==> src/rtl/ptdc_pkg.sv <==
// ----------------------------------------------------------------------------
// ptdc_pkg
// Shared widths, mode codes, register indexes and bundle types for the
// presence-triggered dispense controller.
// ----------------------------------------------------------------------------
package ptdc_pkg;

    localparam int PROX_W    = 12;
    localparam int WEIGHT_W  = 18;
    localparam int MODE_W    = 3;
    localparam int TICKS_W   = 4;
    localparam int COOL_W    = 8;
    localparam int VISITOR_W = 16;

    localparam int CFG_ADDR_W = 3;
    localparam int CFG_DATA_W = 18;

    localparam int S_TDATA_W = 32;   // 30 field bits, padded to whole bytes
    localparam int M_TDATA_W = 24;

    // Controller modes
    localparam logic [MODE_W-1:0] MODE_WAIT     = 3'd0;
    localparam logic [MODE_W-1:0] MODE_DETECT   = 3'd1;
    localparam logic [MODE_W-1:0] MODE_DISPENSE = 3'd2;
    localparam logic [MODE_W-1:0] MODE_COOL     = 3'd3;
    localparam logic [MODE_W-1:0] MODE_EMPTY    = 3'd4;

    // Register indexes
    localparam logic [CFG_ADDR_W-1:0] REG_PROX_THRESH   = 3'd0;
    localparam logic [CFG_ADDR_W-1:0] REG_FOOD_THRESH   = 3'd1;
    localparam logic [CFG_ADDR_W-1:0] REG_REFILL_THRESH = 3'd2;
    localparam logic [CFG_ADDR_W-1:0] REG_COOL_TICKS    = 3'd3;
    localparam logic [CFG_ADDR_W-1:0] REG_MIN_TICKS     = 3'd4;
    localparam logic [CFG_ADDR_W-1:0] REG_MAX_TICKS     = 3'd5;

    // Register reset values
    localparam logic [PROX_W-1:0]   RST_PROX_THRESH   = 12'd1200;
    localparam logic [WEIGHT_W-1:0] RST_FOOD_THRESH   = 18'd15000;
    localparam logic [WEIGHT_W-1:0] RST_REFILL_THRESH = 18'd100000;
    localparam logic [COOL_W-1:0]   RST_COOL_TICKS    = 8'd20;
    localparam logic [TICKS_W-1:0]  RST_MIN_TICKS     = 4'd3;
    localparam logic [TICKS_W-1:0]  RST_MAX_TICKS     = 4'd7;

    typedef struct packed {
        logic [PROX_W-1:0]   proximity_threshold;
        logic [WEIGHT_W-1:0] food_weight_threshold;
        logic [WEIGHT_W-1:0] refill_weight_threshold;
        logic [COOL_W-1:0]   cooldown_ticks;
        logic [TICKS_W-1:0]  min_dispense_ticks;
        logic [TICKS_W-1:0]  max_dispense_ticks;
    } cfg_t;

    typedef struct packed {
        logic [VISITOR_W-1:0] visitor_count;
        logic                 empty_flag;
        logic                 clear_averages;
        logic                 process_photo;
        logic                 take_photo;
        logic                 motor_run;
        logic [MODE_W-1:0]    mode_code;
    } result_t;

endpackage

==> src/rtl/presence_triggered_dispense_controller.sv <==
// ----------------------------------------------------------------------------
// presence_triggered_dispense_controller
// Five-mode visitor-triggered feeder controller, one tick per transaction.
// ----------------------------------------------------------------------------
// Path: an accepted input transaction passes the input register, then the
//   result register, before it shows on m_tvalid.
// Throughput: one tick per cycle while m_tready is high; the update is a
//   single pass of comparisons and counter increments between the registers.
// Reset: aresetn is synchronous, active low; it empties both stages, puts
//   the controller in waiting and loads every config register with its default.
// ----------------------------------------------------------------------------
module presence_triggered_dispense_controller (
    input  logic                              aclk,
    input  logic                              aresetn,

    // Configuration write port
    input  logic                              cfg_wr_en,
    input  logic [ptdc_pkg::CFG_ADDR_W-1:0]   cfg_addr,
    input  logic [ptdc_pkg::CFG_DATA_W-1:0]   cfg_wr_data,

    // Tick input
    input  logic                              s_tvalid,
    output logic                              s_tready,
    input  logic [ptdc_pkg::S_TDATA_W-1:0]    s_tdata,  // proximity_level[11:0],
                                                         // tray_weight[29:12], zero pad

    // Result output
    output logic                              m_tvalid,
    input  logic                              m_tready,
    output logic [ptdc_pkg::M_TDATA_W-1:0]    m_tdata   // mode_code[2:0], motor_run[3],
                                                         // take_photo[4], process_photo[5],
                                                         // clear_averages[6], empty_flag[7],
                                                         // visitor_count[23:8]
);

    ptdc_pkg::cfg_t    cfg;
    ptdc_pkg::result_t res;
    ptdc_pkg::result_t res_reg;

    logic                            in_valid_reg;
    logic [ptdc_pkg::PROX_W-1:0]     prox_reg;
    logic [ptdc_pkg::WEIGHT_W-1:0]   weight_reg;
    logic                            out_valid_reg;
    logic                            out_free;
    logic                            step_en;

    // The result stage can take a new result when empty or being drained.
    assign out_free = !out_valid_reg || m_tready;
    // Advance the controller whenever a held tick can move into the result stage.
    assign step_en  = in_valid_reg && out_free;
    // The input stage refills whenever it is empty or handing on its tick,
    // so a waiting result stalls the input only once a tick is already held.
    assign s_tready = !in_valid_reg || out_free;

    ptdc_cfg_regs u_cfg (
        .aclk        (aclk),
        .aresetn     (aresetn),
        .cfg_wr_en   (cfg_wr_en),
        .cfg_addr    (cfg_addr),
        .cfg_wr_data (cfg_wr_data),
        .cfg         (cfg)
    );

    // Input register: hold the tick fields until the controller consumes them.
    always_ff @(posedge aclk) begin
        if (!aresetn) begin
            in_valid_reg <= 1'b0;
        end else if (s_tready) begin
            in_valid_reg <= s_tvalid;
        end
    end

    always_ff @(posedge aclk) begin
        if (s_tready && s_tvalid) begin
            prox_reg   <= s_tdata[ptdc_pkg::PROX_W-1:0];
            weight_reg <= s_tdata[ptdc_pkg::PROX_W +: ptdc_pkg::WEIGHT_W];
        end
    end

    ptdc_fsm u_fsm (
        .aclk    (aclk),
        .aresetn (aresetn),
        .step_en (step_en),
        .prox    (prox_reg),
        .weight  (weight_reg),
        .cfg     (cfg),
        .res     (res)
    );

    // Result register: capture the post-tick outputs, hold while stalled.
    always_ff @(posedge aclk) begin
        if (!aresetn) begin
            out_valid_reg <= 1'b0;
        end else if (out_free) begin
            out_valid_reg <= in_valid_reg;
        end
    end

    always_ff @(posedge aclk) begin
        if (step_en) begin
            res_reg <= res;
        end
    end

    assign m_tvalid = out_valid_reg;
    assign m_tdata  = res_reg;

    // No result may appear without a tick having been held the cycle before.
    a_result_source: assert property (@(posedge aclk) disable iff (!aresetn)
        ($rose(m_tvalid)) |-> $past(in_valid_reg))
        else $error("result raised without a held tick");

    // A held tick with a free result stage must be consumed.
    a_no_stall: assert property (@(posedge aclk) disable iff (!aresetn)
        (in_valid_reg && out_free && !s_tvalid) |=> (!in_valid_reg && m_tvalid))
        else $error("held tick not moved on");

    // A stalled result stage with a held tick keeps the tick.
    a_hold_input: assert property (@(posedge aclk) disable iff (!aresetn)
        (in_valid_reg && !out_free) |=> (in_valid_reg && $stable(prox_reg)
                                         && $stable(weight_reg)))
        else $error("held tick lost under back-pressure");

endmodule

==> src/rtl/ptdc_cfg_regs.sv <==
// ----------------------------------------------------------------------------
// ptdc_cfg_regs
// Configuration register file: write-only, one register per mapped index.
// ----------------------------------------------------------------------------
module ptdc_cfg_regs (
    input  logic                              aclk,
    input  logic                              aresetn,
    input  logic                              cfg_wr_en,
    input  logic [ptdc_pkg::CFG_ADDR_W-1:0]   cfg_addr,
    input  logic [ptdc_pkg::CFG_DATA_W-1:0]   cfg_wr_data,
    output ptdc_pkg::cfg_t                    cfg
);

    ptdc_pkg::cfg_t cfg_reg;

    always_ff @(posedge aclk) begin
        if (!aresetn) begin
            cfg_reg.proximity_threshold     <= ptdc_pkg::RST_PROX_THRESH;
            cfg_reg.food_weight_threshold   <= ptdc_pkg::RST_FOOD_THRESH;
            cfg_reg.refill_weight_threshold <= ptdc_pkg::RST_REFILL_THRESH;
            cfg_reg.cooldown_ticks          <= ptdc_pkg::RST_COOL_TICKS;
            cfg_reg.min_dispense_ticks      <= ptdc_pkg::RST_MIN_TICKS;
            cfg_reg.max_dispense_ticks      <= ptdc_pkg::RST_MAX_TICKS;
        end else if (cfg_wr_en) begin
            unique case (cfg_addr)
                ptdc_pkg::REG_PROX_THRESH: begin
                    cfg_reg.proximity_threshold <= cfg_wr_data[ptdc_pkg::PROX_W-1:0];
                end
                ptdc_pkg::REG_FOOD_THRESH: begin
                    cfg_reg.food_weight_threshold <= cfg_wr_data[ptdc_pkg::WEIGHT_W-1:0];
                end
                ptdc_pkg::REG_REFILL_THRESH: begin
                    cfg_reg.refill_weight_threshold <= cfg_wr_data[ptdc_pkg::WEIGHT_W-1:0];
                end
                ptdc_pkg::REG_COOL_TICKS: begin
                    cfg_reg.cooldown_ticks <= cfg_wr_data[ptdc_pkg::COOL_W-1:0];
                end
                ptdc_pkg::REG_MIN_TICKS: begin
                    cfg_reg.min_dispense_ticks <= cfg_wr_data[ptdc_pkg::TICKS_W-1:0];
                end
                ptdc_pkg::REG_MAX_TICKS: begin
                    cfg_reg.max_dispense_ticks <= cfg_wr_data[ptdc_pkg::TICKS_W-1:0];
                end
                default: begin
                    // unused index: drop the write
                end
            endcase
        end
    end

    assign cfg = cfg_reg;

endmodule

==> src/rtl/ptdc_fsm.sv <==
// ----------------------------------------------------------------------------
// ptdc_fsm
// Controller state and its one-tick update; presents the post-tick result.
// ----------------------------------------------------------------------------
module ptdc_fsm (
    input  logic                              aclk,
    input  logic                              aresetn,
    input  logic                              step_en,
    input  logic [ptdc_pkg::PROX_W-1:0]       prox,
    input  logic [ptdc_pkg::WEIGHT_W-1:0]     weight,
    input  ptdc_pkg::cfg_t                    cfg,
    output ptdc_pkg::result_t                 res
);

    logic [ptdc_pkg::MODE_W-1:0]    mode_reg,       mode_next;
    logic [ptdc_pkg::TICKS_W-1:0]   disp_ticks_reg, disp_ticks_next;
    logic [ptdc_pkg::COOL_W-1:0]    cool_cnt_reg,   cool_cnt_next;
    logic [ptdc_pkg::VISITOR_W-1:0] visitors_reg,   visitors_next;
    logic                           empty_reg,      empty_next;
    logic                           motor_reg,      motor_next;
    logic                           photo, process, clear;
    logic [ptdc_pkg::COOL_W-1:0]    cool_inc;

    assign cool_inc = cool_cnt_reg + 8'd1;

    always_comb begin
        mode_next       = mode_reg;
        disp_ticks_next = disp_ticks_reg;
        cool_cnt_next   = cool_cnt_reg;
        visitors_next   = visitors_reg;
        empty_next      = empty_reg;
        motor_next      = motor_reg;
        photo           = 1'b0;
        process         = 1'b0;
        clear           = 1'b0;
        unique case (mode_reg)
            ptdc_pkg::MODE_WAIT: begin
                if (prox > cfg.proximity_threshold) begin
                    mode_next = ptdc_pkg::MODE_DETECT;
                end
            end
            ptdc_pkg::MODE_DETECT: begin
                visitors_next = visitors_reg + 16'd1;
                photo         = 1'b1;
                clear         = 1'b1;
                motor_next    = 1'b1;
                mode_next     = ptdc_pkg::MODE_DISPENSE;
            end
            ptdc_pkg::MODE_DISPENSE: begin
                if (weight >= cfg.food_weight_threshold &&
                    disp_ticks_reg >= cfg.min_dispense_ticks) begin
                    motor_next      = 1'b0;
                    process         = 1'b1;
                    mode_next       = ptdc_pkg::MODE_COOL;
                    disp_ticks_next = '0;
                end else if (disp_ticks_reg >= cfg.max_dispense_ticks) begin
                    motor_next      = 1'b0;
                    process         = 1'b1;
                    mode_next       = ptdc_pkg::MODE_EMPTY;
                    disp_ticks_next = '0;
                end else begin
                    disp_ticks_next = disp_ticks_reg + 4'd1;
                end
            end
            ptdc_pkg::MODE_COOL: begin
                if (cool_inc == cfg.cooldown_ticks) begin
                    cool_cnt_next = '0;
                    mode_next     = ptdc_pkg::MODE_WAIT;
                end else begin
                    cool_cnt_next = cool_inc;
                end
            end
            ptdc_pkg::MODE_EMPTY: begin
                empty_next = 1'b1;
                if (weight > cfg.refill_weight_threshold) begin
                    empty_next = 1'b0;
                    mode_next  = ptdc_pkg::MODE_WAIT;
                end
            end
            default: begin
                mode_next = ptdc_pkg::MODE_WAIT;
            end
        endcase
    end

    always_ff @(posedge aclk) begin
        if (!aresetn) begin
            mode_reg       <= ptdc_pkg::MODE_WAIT;
            disp_ticks_reg <= '0;
            cool_cnt_reg   <= '0;
            visitors_reg   <= '0;
            empty_reg      <= 1'b0;
            motor_reg      <= 1'b0;
        end else if (step_en) begin
            mode_reg       <= mode_next;
            disp_ticks_reg <= disp_ticks_next;
            cool_cnt_reg   <= cool_cnt_next;
            visitors_reg   <= visitors_next;
            empty_reg      <= empty_next;
            motor_reg      <= motor_next;
        end
    end

    assign res.mode_code      = mode_next;
    assign res.motor_run      = motor_next;
    assign res.take_photo     = photo;
    assign res.process_photo  = process;
    assign res.clear_averages = clear;
    assign res.empty_flag     = empty_next;
    assign res.visitor_count  = visitors_next;

    // The motor runs exactly while dispensing.
    a_motor_mode: assert property (@(posedge aclk) disable iff (!aresetn)
        motor_reg == (mode_reg == ptdc_pkg::MODE_DISPENSE))
        else $error("motor state disagrees with mode");

    // The empty mark lives only in the out-of-food mode.
    a_empty_mode: assert property (@(posedge aclk) disable iff (!aresetn)
        empty_reg |-> (mode_reg == ptdc_pkg::MODE_EMPTY))
        else $error("empty mark outside out-of-food mode");

    // Tick counters stay cleared outside their own modes.
    a_disp_ticks: assert property (@(posedge aclk) disable iff (!aresetn)
        (disp_ticks_reg != '0) |-> (mode_reg == ptdc_pkg::MODE_DISPENSE))
        else $error("dispense tick count left over");

    a_cool_cnt: assert property (@(posedge aclk) disable iff (!aresetn)
        (cool_cnt_reg != '0) |-> (mode_reg == ptdc_pkg::MODE_COOL))
        else $error("cooldown count left over");

    // A visitor is counted on every detection tick and at no other time.
    a_visitor_step: assert property (@(posedge aclk) disable iff (!aresetn)
        (step_en && mode_reg != ptdc_pkg::MODE_DETECT) |=> $stable(visitors_reg))
        else $error("visitor count moved outside detection");

endmodule

==> config.mk <==
export PLATFORM = sky130hd
export DESIGN_NAME = presence_triggered_dispense_controller
export DESIGN_NICKNAME = d
export VERILOG_FILES = /design/src/rtl/ptdc_pkg.sv /design/src/rtl/presence_triggered_dispense_controller.sv /design/src/rtl/ptdc_cfg_regs.sv /design/src/rtl/ptdc_fsm.sv
export SDC_FILE = /design/constraint.sdc
export NUM_CORES = 1
export LEC_CHECK = 0
export ABC_AREA = 1
export BUFFER_PORTS_ARGS = -buffer_cell sky130_fd_sc_hd__buf_2
export CAP_MARGIN = 20
export CORE_MARGIN = 2
export CORE_UTILIZATION = 65
export CTS_BUF_LIST = sky130_fd_sc_hd__clkbuf_4
export CTS_CLUSTER_SIZE = 12
export DETAILED_ROUTE_END_ITERATION = 6
export PLACE_DENSITY = 0.94
export SKIP_LAST_GASP = 1
export SYNTH_ARGS = -nofsm -noshare
export SYNTH_HDL_FRONTEND = slang
export SYNTH_SLANG_ARGS = --single-unit
==> constraint.sdc <==
create_clock -name aclk -period 4.5 [get_ports aclk]
set_input_delay 1.35 -clock aclk [delete_from_list [all_inputs] [get_ports aclk]]
set_output_delay 1.35 -clock aclk [all_outputs]
set_load 0.02 [all_outputs]
==> results by group <==
Outcome
  – Status: finished, violations left
  – Failing checks: design-rule violations

Clock tree
  – Max clock buf depth: 2
  – Clock transition at the registers of the reported paths: 0.10 ns
  – CTS Buf Count: 17
  – H-Tree Level Count: 4
  – Setup bufs post-CTS: 0
  – CTS tree: built
  – Post-CTS Hold Buffers: 0
  – # resized after CTS: 0
  – Root buf cell: clkbuf_4
  – Clk_lat worst skew: 0.58 ns
  – CTS Sinks: 152

Floorplanning
  – Die width: 110.5 µm
  – Core area: 10940 µm²
  – Die Span Y: 110.5 µm
  – Die area: 12220 µm²
  – # IOs: 84
  – Starting Density: 0.6745
  – Placement Rows: 38

Finish
  – Area Overhead vs Synth: 11.20%
  – Largest register FFs: 64
  – Share of cells above drive strength 1: 0.1348
  – Final net count: 1061
  – Multi-input logic area: 3161 µm²
  – FILL cells: 733
  – Reg area: 3573 µm²

STA
  – Tmin final: 3.135 ns
  – Post-Route Setup TNS: 0 ns
  – Clock Skews: 0.02821 ns
  – Period utilisation layout: 0.6967
  – Final setup viols: 0
  – Fmax: 319.0 MHz
  – Slew @ Worst Pin: 0.8008 ns
  – RSZ-0062 raised after global routing: no
  – Slew margin rel.: 0.4620
  – Max-slew violations: 0
  – Final hold violation count: 0

Power and ir drop
  – Gate power share: 0.108
  – Pleak: 3.777 nW
  – Max VDD drop: 0.3903 mV
  – Share of power burned in the clock network: 0.338
  – P per Cell Area: 335.1 nW/µm²
  – P_int: 2.059 mW
  – Total power: 2.748 mW
  – Power share of the sequential group: 0.554
  – Switching power total: 689.6 µW
  – Sw Share: 0.2509

Worst setup path
  – Cell mode on critical path: buf_2
  – R2R Setup Slk: 2.26 ns
  – Reg2reg end: m_tdata[3]
  – Worst Path Required: 3.15 ns
  – Critical path class: in2out
  – Critical Path, Cell by Cell: buf_2, inv_1, nand3_1, buf_2
  – Worst path arrival time: 1.79 ns
  – Buf+Inv Stages, Crit Path: 3
  – Crit. End Element: primary output
  – CP startpoint: m_tready
  – CP max stage delay: 0.18 ns
  – Top delay family on crit path: buffers and inverters
  – Setup crit start kind: input port
  – Slowest library cell on the worst path: buf_2
  – R2R Path Start: weight_reg[9]
  – CP Max Fanout: 3
  – Worst reg2reg path depth: 12

Route
  – Drt drc: 1
  – Routed WL per cell: 14.51 µm
  – DRT Pass-1 Iters: 7
  – Vias per cell: 5.594
  – Iteration-0 DRC Markers: 513
  – DRT antenna net count: 0
  – Routed vias: 6142
  – Drt total wl: 15930 µm

Synthesis
  – Synthesized cell area: 7376 µm²
  – Synthesis-stage register bit count: 152
  – Sequential area share after synthesis: 0.4845
  – Netlist cell types: 39
  – Syn_area_per_cell: 8.567 µm²
  – Top FF cell, synth: dfxtp_1
  – Post-Syn Nets: 978
  – Syn Inst Count: 861
  – Post-synth EDFFs: 53
  – Ys Warns: 0
  – Post-synth ARST share: 0

Hold path
  – Min-Delay Endpoint: u_cfg.cfg[3]
  – Tightest Hold Check Type: reg2reg
  – Hold path start: u_cfg.cfg[3]
  – Worst hold path depth: 2

Global route
  – Gr usage total: 0.2688
  – First-pass GRT wire length: 26490 µm
  – Antenna violations before repair: 1
  – Vias in the first global route: 5920
  – Largest net degree at the start of global routing: 77
  – Remaining Overflow, GRT: 0

Placed design
  – Post-DP HPWL: 11330 µm
  – PortBufs: 81
  – GP Congestion: 0.9058

Job
  – Number of max-cap violations: 0
worst max path at each step:
| stage | endpoint | slack, ns | depth (start not counted) |
|---|---|---|---|
| final | s_tready | 1.36 | 4 |
| after global routing | s_tready | 1.33 | 4 |
| after CTS | s_tready | 1.37 | 4 |
| after detailed placement | s_tready | 1.36 | 4 |
| after global placement | s_tready | 1.37 | 4 |
| after floorplan | s_tready | 1.55 | 2 |
area by class of cell:
class | count | area share
Multi-Input combinational cell | 546 | 0.3854
Tap cell | 140 | 0.02136
Sequential cell | 152 | 0.4357
Antenna cell | 1 | 0.0003051
Clock inverter | 10 | 0.01861
Inverter | 141 | 0.06453
Clock buffer | 22 | 0.02014
Timing Repair Buffer | 86 | 0.05400
power by group through the flow:
stage | clock (mW) | combinational (mW) | sequential, mW
after floorplan | 0 | 0.181 | 1.56
after global placement | 0 | 0.274 | 1.55
after detailed placement | 0 | 0.290 | 1.55
after CTS | 0.939 | 0.295 | 1.52
after global routing | 0.996 | 0.336 | 1.53
final | 0.930 | 0.297 | 1.52
cells in the final DEF (no fill, tap or decap), types with 40 or more instances in the layout:
master,n
edfxtp_1,53
nand3_1,40
dfxtp_1,99
inv_1,140
nand2_1,150
o21ai_0,66
a21oi_1,80
nor2_1,62
ha_1,59
buf_2,81
cell usage after synthesis (2+ instances only):
cell type	n	area share
nor2_1	62	0.032
ha_1	59	0.10
nand4_1	11	0.0093
clkbuf_1	18	0.0092
nor2_4	2	0.0031
nand2_1	150	0.076
xnor2_1	2	0.0024
edfxtp_1	53	0.22
o21ai_0	66	0.045
a211oi_1	2	0.0020
xor2_1	14	0.017
a21oi_1	80	0.054
nand3b_1	6	0.0061
or2_2	2	0.0017
nand3_1	40	0.027
dfxtp_1	99	0.27
a21o_1	2	0.0020
nor3_1	12	0.0081
inv_1	140	0.071
o211ai_1	22	0.022
per-layer routing:
| metal | vias up | part of all wire | track usage |
|---|---|---|---|
| met4 | 0 | 0.036 | 0.1417 |
| met2 | 262 | 0.49 | 0.4605 |
| met3 | 51 | 0.074 | 0.06586 |
| met5 | - | 0 | 0 |
| met1 | 2801 | 0.40 | 0.3111 |
| li1 | 3028 | - | - |
kinds of logic (layout without fill, tap and decap cells):
logic type               count (synthesis)  after routing  share of synthesized area
flip-flops                             152            152                     0.4845
adder cells (fa/ha/maj)                 59             59                     0.1001
other                                    0              1                          0
buffers and inverters                  163            259                    0.08702
XOR/XNOR                                16             16                    0.01900
AND/OR/NAND/NOR                        293            293                     0.1771
AO/OA/AOI/OAI                          178            178                     0.1323
worst register-to-register path: stages (launching register included):
cell      delay, ns
edfxtp_1       0.43
ha_1           0.32
nand2_1        0.08
nor2_1         0.30
nand3b_1       0.12
nor2_1         0.10
nor2_1         0.05
nand2_1        0.10
nand2_1        0.11
nand2_1        0.13
nand2_1        0.09
nand2_1        0.09
nand2_1        0.06
per-stage QoR:
| stage | hold slack (ns) | setup WS (ns) | util | instance area (µm²) | instances |
|---|---|---|---|---|---|
| detailed placement | 0.4548 | 1.364 | 0.7207 | 7881 | 1065 |
| floorplan | 0.4353 | 1.547 | - | 7376 | 861 |
| finish | 0.4697 | 1.365 | 0.7500 | 8202 | 1098 |
| CTS | 0.4724 | 1.365 | 0.7498 | 8199 | 1097 |
| global route | 0.4958 | 1.326 | 0.7500 | 8202 | 1098 |
| global placement | 0.4469 | 1.375 | 0.7207 | 7881 | 1065 |
(Power assumes the default switching activity.)
